==> config.mk <==
export PLATFORM = sky130hd
export DESIGN_NAME = apt_isqrt
export DESIGN_NICKNAME = d
export VERILOG_FILES = /design/src/rtl/apt_pkg.sv /design/src/rtl/apt_isqrt.sv
export SDC_FILE = /design/constraint.sdc
export NUM_CORES = 2
export LEC_CHECK = 0
export ABC_AREA = 1
export BUFFER_PORTS_ARGS = -buffer_cell sky130_fd_sc_hd__buf_2
export CORE_MARGIN = 1
export CORE_UTILIZATION = 65
export DETAILED_ROUTE_END_ITERATION = 10
export GPL_TIMING_DRIVEN = 0
export PLACE_DENSITY = 0.82
export SKIP_LAST_GASP = 1
export SLEW_MARGIN = 20
export SYNTH_ARGS = -nofsm -noshare
export SYNTH_HDL_FRONTEND = slang
export SYNTH_SLANG_ARGS = --single-unit
export TNS_END_PERCENT = 1
==> constraint.sdc <==
create_clock -name clk -period 5.1 [get_ports clk]
set_input_delay 0.765 -clock clk [delete_from_list [all_inputs] [get_ports clk]]
set_output_delay 0.765 -clock clk [all_outputs]
set_load 0.01 [all_outputs]
==> src/rtl/apt_pkg.sv <==
package apt_pkg;

  localparam int MAX_RES_DEF   = 4096;
  localparam int FRAC_BITS_DEF = 16;

  localparam int DIR_W        = 16;
  localparam int SIZE_W       = 13;
  localparam int COORD_W      = 12;
  localparam int INDEX_W      = 24;
  localparam int RAD_W        = 32;
  localparam int ROOT_W       = 16;
  localparam int CORDIC_STEPS = 30;
  localparam int CFG_IDX_W    = 2;
  localparam int CFG_DATA_W   = 16;

  localparam logic [SIZE_W-1:0] SIZE_RESET = 13'd1024;

  typedef enum logic [CFG_IDX_W-1:0] {
    REG_PROBE_WIDTH  = 2'd0,
    REG_PROBE_HEIGHT = 2'd1
  } cfg_reg_e;

  typedef struct packed {
    logic signed [DIR_W-1:0] dir_x;
    logic signed [DIR_W-1:0] dir_y;
    logic signed [DIR_W-1:0] dir_z;
  } dir_t;

  typedef struct packed {
    logic [COORD_W-1:0] texel_column;
    logic [COORD_W-1:0] texel_row;
    logic [INDEX_W-1:0] texel_index;
  } texel_t;

  // Arctangent of 2^-i in half turns, Q31.
  localparam logic [31:0] ATAN_TAB [CORDIC_STEPS] = '{
    32'h20000000, 32'h12E4051E, 32'h09FB385B, 32'h051111D4, 32'h028B0D43,
    32'h0145D7E1, 32'h00A2F61E, 32'h00517C55, 32'h0028BE53, 32'h00145F2F,
    32'h000A2F98, 32'h000517CC, 32'h00028BE6, 32'h000145F3, 32'h0000A2FA,
    32'h0000517D, 32'h000028BE, 32'h0000145F, 32'h00000A30, 32'h00000518,
    32'h0000028C, 32'h00000146, 32'h000000A3, 32'h00000051, 32'h00000029,
    32'h00000014, 32'h0000000A, 32'h00000005, 32'h00000003, 32'h00000001
  };

  // A size register of zero acts as one; values above the maximum saturate.
  function automatic logic [SIZE_W-1:0] eff_size(input logic [SIZE_W-1:0] r,
                                                 input int max_res);
    logic [SIZE_W-1:0] res;
    if (r == '0) begin
      res = SIZE_W'(1);
    end else if (int'(r) > max_res) begin
      res = SIZE_W'(max_res);
    end else begin
      res = r;
    end
    return res;
  endfunction

endpackage

==> src/rtl/apt_isqrt.sv <==
module apt_isqrt import apt_pkg::*; #(
  parameter int SIDE_W = 48
) (
  input  logic                   clk,
  input  logic                   rst,
  input  logic                   en,
  input  logic                   in_valid,
  input  logic [1:0][RAD_W-1:0]  rad,
  input  logic [SIDE_W-1:0]      side_in,
  output logic                   out_valid,
  output logic [1:0][ROOT_W-1:0] root,
  output logic [SIDE_W-1:0]      side_out
);

  // Two floor square roots side by side, one result bit per stage.
  localparam int STEPS = ROOT_W;
  localparam int REM_W = ROOT_W + 4;

  logic              v_q    [STEPS];
  logic [RAD_W-1:0]  n_q    [STEPS][2];
  logic [REM_W-1:0]  rem_q  [STEPS][2];
  logic [ROOT_W-1:0] root_q [STEPS][2];
  logic [SIDE_W-1:0] side_q [STEPS];

  for (genvar k = 0; k < STEPS; k++) begin : g_stage
    localparam int J = STEPS - 1 - k;
    logic              v_c;
    logic [SIDE_W-1:0] side_c;

    if (k == 0) begin : g_ctl
      assign v_c    = in_valid;
      assign side_c = side_in;
    end else begin : g_ctl
      assign v_c    = v_q[k-1];
      assign side_c = side_q[k-1];
    end

    always_ff @(posedge clk) begin
      if (rst) begin
        v_q[k] <= 1'b0;
      end else if (en) begin
        v_q[k] <= v_c;
      end
    end

    always_ff @(posedge clk) begin
      if (en) begin
        side_q[k] <= side_c;
      end
    end

    for (genvar l = 0; l < 2; l++) begin : g_lane
      logic [RAD_W-1:0]  n_c;
      logic [REM_W-1:0]  rem_c;
      logic [ROOT_W-1:0] root_c;
      logic [REM_W-1:0]  sh;
      logic [REM_W-1:0]  trial;
      logic              ge;

      if (k == 0) begin : g_src
        assign n_c    = rad[l];
        assign rem_c  = '0;
        assign root_c = '0;
      end else begin : g_src
        assign n_c    = n_q[k-1][l];
        assign rem_c  = rem_q[k-1][l];
        assign root_c = root_q[k-1][l];
      end

      assign sh    = {rem_c[REM_W-3:0], n_c[2*J+1 -: 2]};
      assign trial = (REM_W'(root_c) << 2) | REM_W'(1);
      assign ge    = (sh >= trial);

      always_ff @(posedge clk) begin
        if (en) begin
          n_q[k][l]    <= n_c;
          rem_q[k][l]  <= ge ? (sh - trial) : sh;
          root_q[k][l] <= {root_c[ROOT_W-2:0], ge};
        end
      end
    end
  end

  assign out_valid = v_q[STEPS-1];
  assign root[0]   = root_q[STEPS-1][0];
  assign root[1]   = root_q[STEPS-1][1];
  assign side_out  = side_q[STEPS-1];

endmodule

==> flow_metrics.tcl <==
set metrics [dict create \
    worstPathArrival_ps 4480 \
    grt_use_met3_pct 3.64 \
    setup-tns-final_ps 0 \
    grt_pass1_vias 53200 \
    finClkSkew_ps 62.2 \
    synth_edf_count 2036 \
    grt.total_usage_pct 26.5 \
    rows 134 \
    drtAntennaViolNets 0 \
    reg2regPathDepth 9 \
    synth_seq_cells 2036 \
    clock_sinks 2036 \
    violations "design-rule violations" \
    post-dp-hpwl_um 122000 \
    timing.rr.start "rem_q[5][20]" \
    critPathRequiredTime_ps 5770 \
    post_drt_wl_per_cell_um 18.6 \
    rsz0062_at_grt "no" \
    drcViolationCount 1 \
    irDropWorstVdd_mv 0.461 \
    cp_common_cell "buf_16" \
    drv_slew 0 \
    cts_max_level 4 \
    wirelength_um 182000 \
    clk_pin_slew_ps 80 \
    vias_per_cell 5.56 \
    status "complete, but fails checks" \
    fin_util_pct 73.2 \
    p_per_area_nw_per_um2 408 \
    grt-ovfl-total 0 \
    mostFrequentLayoutCells "edfxtp_1, nand2_1, inv_1" \
    clock_latency_ps 840 \
    max-clock-path-buffers 3 \
    ctsResizeCount 0 \
    critPathMaxStageDelay_ps 580 \
    avgSynthCellArea_sq_um 11.9 \
    use_met1_pct 32.8 \
    firstDrtPassIters 11 \
    async_flop_share_pct 0 \
    setup_viol 0 \
    initial_utilization_pct 65.8 \
    synth_ff_type "edfxtp_1" \
    numCtsBuffers 190 \
    boundaryPins 197 \
    drtIter0Drc 5263 \
    core_area_sq_um 134000 \
    r2r_setup_slack_ps 2370 \
    synth_cells 7438 \
    critPathKind "in -> reg" \
    fin_crit_ps 3810 \
    fmax_mhz 263 \
    die_w_um 371 \
    synth_area_sq_um 88300 \
    hp-class "in -> reg" \
    yosys_warnings 0 \
    dpl-instance-area_sq_um 91900 \
    grt_busiest_layer "met2" \
    crit_path_cell_trace "buf_12 > buf_16 > buf_16 > buf_16 > buf_16 > nand2_1 > clkbuf_1 > nor2_1" \
    grt_pass1_wl_um 281000 \
    nNetsFinal 8264 \
    cts-root-buf "clkbuf_16" \
    hold_start "rad[12]" \
    finalHoldViolations 0 \
    antenna_found_initial 3 \
    worstReg2RegEnd "rem_q[6][20]" \
    synthToLayoutAreaGrowth_pct 11.2 \
    drv_cap 0 \
    synth_cell_type_count 51 \
    postCtsHoldBufs 0 \
    tightest_slew_ps 859 \
    critPathLaunchType "input pin" \
    grt_max_degree 159 \
    finalCritPeriodShare_pct 74.7 \
    portBuffers 196 \
    vias 54300 \
    crit_start "en" \
    drive_gt1_share_pct 10.2 \
    stdcell_area_sq_um 98200 \
    end_kind "flop" \
    critPathMaxFanout 158 \
    routabilityCongestion 0.927 \
    die_h_um 371 \
    dieArea_sq_um 137000 \
    crit_end "v_q[0][2]" \
    max_slew_margin_pct 42.7 \
    cpMaxStageDelayCell "buf_16" \
    final_common_cell "edfxtp_1" \
    post_cts_buffers 0 \
    synth_seq_area_share_pct 69.2 \
    cellLeakagePower_nw 40.3 \
    grt.met2_usage_pct 46.7 \
    cts_tree "yes" \
]
==> Yosys cell counts, drive strengths merged (3+ instances only) <==
cell       n  area share (%)
nand3    403             2.4
a21boi     6           0.051
o21ai    260             1.6
o21a       9           0.076
o21bai    13            0.11
nand2   1961             8.5
edfxtp  2036              69
nor3      65            0.44
clkbuf     3           0.013
nor4       9           0.064
a21oi    339             2.2
nor2     574             2.6
inv     1010             4.3
or2       12           0.085
o211ai     4           0.034
and2      10           0.074
nand4    117            0.83
ha       306             4.3
xnor2     78            0.77
a21o       4           0.034
buf       47            0.49
nand3b    55            0.47
and3       5           0.035
xor2     107             1.1
==> critical path: cells and delay by family <==
kind | cells | cell delay [ps]
buffers and inverters | 6 | 2720
AND/OR/NAND/NOR | 2 | 490
==> layout make-up <==
| class | count | area, sq um |
|---|---|---|
| inverter | 1010 | 3800 |
| antenna | 1 | 2.50 |
| tap | 1768 | 2210 |
| sequential | 2036 | 61100 |
| fill | 8635 | 35900 |
| buffer | 50 | 443 |
| clock buffer | 223 | 4880 |
| timing repair buffer | 211 | 1410 |
| multi-input combinational | 4343 | 22900 |
| clock inverter | 129 | 1430 |
==> through the flow <==
step                power, mW  hold WS (ps)  setup WS [ps]  instances
finish                   40.1          88.4           1290       9771
global route             41.7          65.2           1130       9771
CTS                      40.3          46.7           1410       9770
detailed placement       26.0           405            528       9418
global placement         26.8           400         -31510       9403
floorplan                24.3           400           3160       7439
==> kinds of logic after synthesis <==
logic type	Yosys count	share of synthesized area [%]
DFF	2036	69.2
adders and majority gates	306	4.34
other	1	0.00425
xor gates and xnor gates	185	1.83
AOI/OAI and AO/OA	638	4.21
and+or+nand+nor	3212	15.6
buffers and inverters	1060	4.81
==> layer usage <==
metal / share of wire [%] / up-vias
met5: 0.0093 / -
met1: 39 / 25500
li1: - / 26200
met4: 4.4 / 2
met3: 5.5 / 560
met2: 51 / 2088
==> state kept, by name, indices dropped and copies added, names as in the netlist <==
| register | count |
|---|---|
| side_q | 768 |
| rem_q | 500 |
| n_q | 480 |
| root_q | 272 |
| v_q | 16 |
==> where the power goes <==
part           switching [mW]  internal, mW
combinational            3.32          1.67
clock                    6.31          7.91
sequential              0.795          20.1
==> how the worst min path moves through the flow <==
stage	to	cells past startpoint
after floorplan	n_q[0][100]	0
after global placement	n_q[1][194]	0
after detailed placement	n_q[0][173]	0
after CTS	side_q[0][23]	1
after global routing	side_q[0][46]	1
final	n_q[0][44]	1
(Power assumes the default switching activity.)
