<file path="src/rtl/apt_pkg.sv">
package apt_pkg;

  localparam int MAX_RES_DEF   = 4096;
  localparam int FRAC_BITS_DEF = 16;

  localparam int DIR_W        = 16;
  localparam int SIZE_W       = 13;
  localparam int COORD_W      = 12;
  localparam int INDEX_W      = 24;
  localparam int RAD_W        = 32;
  localparam int ROOT_W       = 16;
  localparam int CORDIC_STEPS = 30;
  localparam int CFG_IDX_W    = 2;
  localparam int CFG_DATA_W   = 16;

  localparam logic [SIZE_W-1:0] SIZE_RESET = 13'd1024;

  typedef enum logic [CFG_IDX_W-1:0] {
    REG_PROBE_WIDTH  = 2'd0,
    REG_PROBE_HEIGHT = 2'd1
  } cfg_reg_e;

  typedef struct packed {
    logic signed [DIR_W-1:0] dir_x;
    logic signed [DIR_W-1:0] dir_y;
    logic signed [DIR_W-1:0] dir_z;
  } dir_t;

  typedef struct packed {
    logic [COORD_W-1:0] texel_column;
    logic [COORD_W-1:0] texel_row;
    logic [INDEX_W-1:0] texel_index;
  } texel_t;

  // Arctangent of 2^-i in half turns, Q31.
  localparam logic [31:0] ATAN_TAB [CORDIC_STEPS] = '{
    32'h20000000, 32'h12E4051E, 32'h09FB385B, 32'h051111D4, 32'h028B0D43,
    32'h0145D7E1, 32'h00A2F61E, 32'h00517C55, 32'h0028BE53, 32'h00145F2F,
    32'h000A2F98, 32'h000517CC, 32'h00028BE6, 32'h000145F3, 32'h0000A2FA,
    32'h0000517D, 32'h000028BE, 32'h0000145F, 32'h00000A30, 32'h00000518,
    32'h0000028C, 32'h00000146, 32'h000000A3, 32'h00000051, 32'h00000029,
    32'h00000014, 32'h0000000A, 32'h00000005, 32'h00000003, 32'h00000001
  };

  // A size register of zero acts as one; values above the maximum saturate.
  function automatic logic [SIZE_W-1:0] eff_size(input logic [SIZE_W-1:0] r,
                                                 input int max_res);
    logic [SIZE_W-1:0] res;
    if (r == '0) begin
      res = SIZE_W'(1);
    end else if (int'(r) > max_res) begin
      res = SIZE_W'(max_res);
    end else begin
      res = r;
    end
    return res;
  endfunction

endpackage

</file>
<file path="src/rtl/apt_div.sv">
module apt_div import apt_pkg::*; #(
  parameter int DVD_W  = 46,
  parameter int DEN_W  = 33,
  parameter int QW     = 13,
  parameter int SIDE_W = 1
) (
  input  logic                  clk,
  input  logic                  rst,
  input  logic                  en,
  input  logic                  in_valid,
  input  logic [1:0][DVD_W-1:0] dvd,
  input  logic [DEN_W-1:0]      den,
  input  logic [SIDE_W-1:0]     side_in,
  output logic                  out_valid,
  output logic [1:0][QW-1:0]    quo,
  output logic [SIDE_W-1:0]     side_out
);

  // Restoring division of two dividends by one divisor, one quotient bit per
  // stage. The quotient is known to fit in QW bits.
  logic              v_q    [QW];
  logic [DEN_W-1:0]  den_q  [QW];
  logic [SIDE_W-1:0] side_q [QW];
  logic [DVD_W-1:0]  rem_q  [QW][2];
  logic [QW-1:0]     q_q    [QW][2];

  for (genvar k = 0; k < QW; k++) begin : g_stage
    localparam int B = QW - 1 - k;
    logic              v_c;
    logic [DEN_W-1:0]  den_c;
    logic [SIDE_W-1:0] side_c;
    logic [DVD_W-1:0]  sub;

    if (k == 0) begin : g_ctl
      assign v_c    = in_valid;
      assign den_c  = den;
      assign side_c = side_in;
    end else begin : g_ctl
      assign v_c    = v_q[k-1];
      assign den_c  = den_q[k-1];
      assign side_c = side_q[k-1];
    end

    assign sub = DVD_W'(den_c) << B;

    always_ff @(posedge clk) begin
      if (rst) begin
        v_q[k] <= 1'b0;
      end else if (en) begin
        v_q[k] <= v_c;
      end
    end

    always_ff @(posedge clk) begin
      if (en) begin
        den_q[k]  <= den_c;
        side_q[k] <= side_c;
      end
    end

    for (genvar l = 0; l < 2; l++) begin : g_lane
      logic [DVD_W-1:0] rem_c;
      logic [QW-1:0]    q_c;
      logic             ge;

      if (k == 0) begin : g_src
        assign rem_c = dvd[l];
        assign q_c   = '0;
      end else begin : g_src
        assign rem_c = rem_q[k-1][l];
        assign q_c   = q_q[k-1][l];
      end

      assign ge = (rem_c >= sub);

      always_ff @(posedge clk) begin
        if (en) begin
          rem_q[k][l] <= ge ? (rem_c - sub) : rem_c;
          q_q[k][l]   <= {q_c[QW-2:0], ge};
        end
      end
    end
  end

  assign out_valid = v_q[QW-1];
  assign quo[0]    = q_q[QW-1][0];
  assign quo[1]    = q_q[QW-1][1];
  assign side_out  = side_q[QW-1];

endmodule

</file>
<file path="config.mk">
export PLATFORM = sky130hd
export DESIGN_NAME = apt_div
export DESIGN_NICKNAME = d
export VERILOG_FILES = /design/src/rtl/apt_pkg.sv /design/src/rtl/apt_div.sv
export SDC_FILE = /design/constraint.sdc
export NUM_CORES = 2
export LEC_CHECK = 0
export BUFFER_PORTS_ARGS = -buffer_cell sky130_fd_sc_hd__buf_2
export CAP_MARGIN = 20
export CORE_UTILIZATION = 50
export DETAILED_ROUTE_END_ITERATION = 12
export GPL_ROUTABILITY_DRIVEN = 1
export PLACE_DENSITY = 0.77
export SLEW_MARGIN = 30
export SYNTH_ARGS = -nofsm -noshare
export SYNTH_HDL_FRONTEND = slang
export SYNTH_SLANG_ARGS = --single-unit
</file>
<file path="constraint.sdc">
create_clock -name clk -period 4.8 [get_ports clk]
set_input_delay 0.96 -clock clk [delete_from_list [all_inputs] [get_ports clk]]
set_output_delay 0.96 -clock clk [all_outputs]
set_load 0.05 [all_outputs]
</file>
==> key figures <==
Final layout
  • Share of cells above drive strength 1: 0.09691
  • Layout area overhead: 11.85%
  • Fillers: 17.97k
  • Final nets: 11.80k

Global route
  • Initial antenna violation count: 13
  • Vias in the first global route: 83.57k
  • GRT Util Overall: 0.3137
  • Total grt overflow: 0
  • Largest net degree at the start of global routing: 169
  • First-pass GRT wire length: roughly 510 mm

CTS
  • Clk buf depth: 3
  • Setup Fix Bufs, Post-CTS: 0
  • CTS Buf Count: 190
  • Htree depth: 4
  • Hold-fix buffers, CTS: 0
  • Root buffer cell: clkbuf_16
  • Post-cts resize count: 0
  • CTS tree: done
  • Clock sinks: about 1.7k
  • Clk pin slew, worst setup/hold paths: 0.06 ns
  • Clk_lat worst skew: 0.88 ns

Critical path
  • Crit-path cells: inv_1 > ha_1 > nor2b_1 > o31a_1 > o41ai_1 > buf_4 > a21oi_1 > a21oi_1 > a21oi_1 > a41o_1 > a211oi_4 > o31ai_4 > buf_12 > mux2_2
  • CP most frequent cell: a21oi_1
  • Crit start category: flip-flop
  • WP buf/inv: 3
  • Worst R2R End: rem_q[0][150]$_DFFE_PP_
  • Worst EP arrival: 5.22 ns
  • Worst-path maximum fanout: 38
  • R2r worst-path depth: 14
  • Slowest cell on crit path: o31ai_4
  • CP Class: flip-flop to flip-flop
  • Reg2Reg Setup Slack: 0.20 ns
  • Critical Path RT: 5.42 ns
  • Top delay family on crit path: compound AO/OA/AOI/OAI gates
  • R2R Path Start: den_q[0][1]$_DFFE_PP_
  • Max stage delay on crit path: 0.59 ns
  • Critical path endpoint category: flip-flop

Drt
  • # DRC: 0
  • Antenna Nets Post-Route: 0
  • Via-per-instance ratio: approximately 6.0
  • WL/cell: 25.16 um
  • Top routing layer used: met5
  • M1 WL: 116.4 mm
  • Metal2 WL: 178.5 mm
  • Drt total wl: 346.6 mm
  • DR WL met3: roughly 14 mm
  • Total number of vias: 82.66k
  • First drt pass iteration count: 8
  • Drt first-iter violations: 6038

STA
  • Skew final: 0.03602 ns
  • Tcrit/Tclk final: 0.9585
  • Least-Margin Pin Slew: 1.025 ns
  • Fmax: 0.2173 GHz
  • Min Tclk post-route: 4.601 ns
  • Final Hold Fails: 0
  • RSZ-0062 raised after global routing: false
  • Hold_ws: 0.2635 ns
  • Slew headroom: 0.3167
  • Setup_tns: 0 ns
  • Setup Viol. Count Final: 0
  • Fin. max-slew vios: 0

Worst hold path
  • Hold path endpoint: side_q[0][0]$_DFFE_PP_
  • Hold path cells: 1
  • Hold WC Path Type: input pin to flip-flop
  • Hold Startpoint: side_in

Place
  • Routability congestion estimate from global placement: about 1.1
  • Port Buffer Count: ~160
  • Post-DP HPWL: 283.3 mm

Die
  • Die width: 466.0 um
  • Ports: 158
  • Die height: 466.0 um
  • Die ar.: around 0.22 mm2
  • Core Rows: 169
  • Initial Util: 0.5056
  • Core footprint: 0.2129 mm2

Power
  • Leakage power: 48.81 nW
  • Peak supply drop: 0.4972 mV
  • P per Cell Area: ~650 mW/mm2

Logic synthesis
  • Post-synth EDFFs: ~1.7k
  • Distinct cells, synth: 98
  • Net count after synthesis: 11.42k
  • Cell Area, Synth: 0.1077 mm2
  • Most used DFF post-synth: edfxtp_1
  • Syn. warnings: 0
  • Post-synthesis register bit count: 1708
  • Register area share after synthesis: 0.4764
  • Cells after synthesis: between 10k and 15k
  • Syn avg cell area: 10.34 um2
  • Async S/R FF share, synth: 0

Flow run
  • Max Cap Viol: 0

Run status
  • Status: complete, no violations
## worst max path at each step
stage	from	endpoint	slack [ns]	cells after the start
4_1_cts	den_q[0][1]$_DFFE_PP_	rem_q[0][150]$_DFFE_PP_	0.24	14
2_1_floorplan	dvd[58]	rem_q[0][20]$_DFFE_PP_	0.63	15
5_1_grt	den_q[0][1]$_DFFE_PP_	rem_q[0][150]$_DFFE_PP_	0.02	14
3_5_place_dp	dvd[58]	rem_q[0][19]$_DFFE_PP_	0.06	17
3_3_place_gp	dvd[58]	rem_q[0][42]$_DFFE_PP_	0.006	19
6_report	den_q[0][1]$_DFFE_PP_	rem_q[0][150]$_DFFE_PP_	0.20	14
## cells by family (layout without fill, tap and decap cells)
logic type / after synthesis / count (layout) / synth area share
AO/OA/AOI/OAI: 3041 / 3041 / 0.1753
AND/OR/NAND/NOR: 2797 / 2797 / 0.1254
XOR/XNOR: 819 / 819 / 0.06663
multiplexers: 162 / 162 / 0.01676
buffers and inverters: 1003 / 1529 / 0.03540
adder cells (fa/ha/maj): 882 / 882 / 0.1042
flip-flops: 1708 / 1708 / 0.4764
other: 0 / 21 / 0
## layer usage
metal | GRT usage | up-vias
li1 | - | 39290
met2 | 0.5786 | 2767
met3 | 0.04396 | 1063
met4 | 0.2935 | 6
met5 | 0 | -
met1 | 0.2979 | 39540
## where the power goes
group | switching (mW) | internal (mW)
Sequential | 3.46 | 22.6
Clock | 6.24 | 8.82
Combinational | 21.9 | 15.3
## state kept, by name, summed over array words and instances, names as in the netlist
signal,flops
rem_q,1104
den_q,396
q_q,182
side_q,13
v_q,13
## per-stage QoR
| stage | power (mW) | worst slack, ns | util | instance area, um2 | std cells |
|---|---|---|---|---|---|
| finish | 78.35 | 0.1991 | 0.5655 | 120400 | 13780 |
| CTS | 78.01 | 0.2351 | 0.5652 | 120400 | 13760 |
| detailed placement | 62.76 | 0.06448 | 0.5351 | 113900 | 13420 |
| global route | 82.49 | 0.02231 | 0.5653 | 120400 | 13760 |
| floorplan | 49.72 | 0.6272 | - | 107700 | 10410 |
| global placement | 62.18 | 0.006149 | 0.5351 | 113900 | 13420 |
## synthesized netlist by cell type, types with 20 or more instances
| master | instances | area [um2] |
|---|---|---|
| a2111oi_0 | 21 | 183.9 |
| a211o_1 | 20 | 175.2 |
| a211oi_1 | 64 | 480.5 |
| a21boi_0 | 27 | 202.7 |
| a21o_1 | 518 | 3889 |
| a21oi_1 | 1107 | 5540 |
| a221oi_1 | 23 | 201.4 |
| a31oi_1 | 81 | 506.7 |
| and2_1 | 53 | 331.6 |
| and3_1 | 82 | 513.0 |
| and4_1 | 21 | 183.9 |
| buf_1 | 21 | 78.83 |
| buf_2 | 31 | 155.2 |
| clkbuf_1 | 251 | 942.2 |
| edfxtp_1 | 1708 | 51290 |
| fa_1 | 24 | 480.5 |
| ha_1 | 858 | 10740 |
| inv_1 | 695 | 2609 |
| mux2_2 | 146 | 1644 |
| nand2_1 | 751 | 2819 |
| nand2b_1 | 115 | 719.4 |
| nand3_1 | 187 | 935.9 |
| nand4_1 | 157 | 982.2 |
| nand4b_1 | 20 | 175.2 |
| nor2_1 | 826 | 3100 |
| nor2b_1 | 140 | 875.8 |
| nor3_1 | 142 | 710.7 |
| nor4_1 | 90 | 563.0 |
| nor4b_1 | 29 | 254.0 |
| o211ai_1 | 50 | 375.4 |
| o21a_1 | 83 | 623.1 |
| o21ai_0 | 637 | 3188 |
| o21bai_1 | 124 | 930.9 |
| o31ai_1 | 56 | 420.4 |
| or2_2 | 36 | 225.2 |
| or3_1 | 62 | 387.9 |
| or4_1 | 23 | 172.7 |
| xnor2_1 | 498 | 4362 |
| xor2_1 | 321 | 2811 |
## placed cells by master, fill, tap and decap left out, types with 62 or more instances in the layout
master | Yosys | routed
a211oi_1 | 64 | 63
nor3_1 | 142 | 142
a31oi_1 | 81 | 80
nand2_1 | 751 | 751
nor2_1 | 826 | 824
a21o_1 | 518 | 518
nor4_1 | 90 | 80
nand4_1 | 157 | 157
o21bai_1 | 124 | 123
o21ai_0 | 637 | 637
ha_1 | 858 | 858
clkbuf_16 | 0 | 192
nand2b_1 | 115 | 115
nand3_1 | 187 | 187
a21oi_1 | 1107 | 1105
or3_1 | 62 | 62
o21a_1 | 83 | 83
xor2_1 | 321 | 321
buf_2 | 31 | 156
inv_1 | 695 | 694
and3_1 | 82 | 82
mux2_2 | 146 | 146
nor2b_1 | 140 | 139
xnor2_1 | 498 | 498
buf_4 | 2 | 299
edfxtp_1 | 1708 | 1708
## area by class of cell
class	count	area (um2)	share of cell area
clock buffers	222	4917	0.04084
repair buffers	489	3706	0.03078
multi-input cells	7701	52800	0.4385
clock inverters	120	1503	0.01248
flip-flops and latches	1708	51290	0.4259
well taps	2821	3530	0.02931
diodes	21	52.55	0.0004364
inverters	698	2620	0.02176
(Power assumes the default switching activity.)
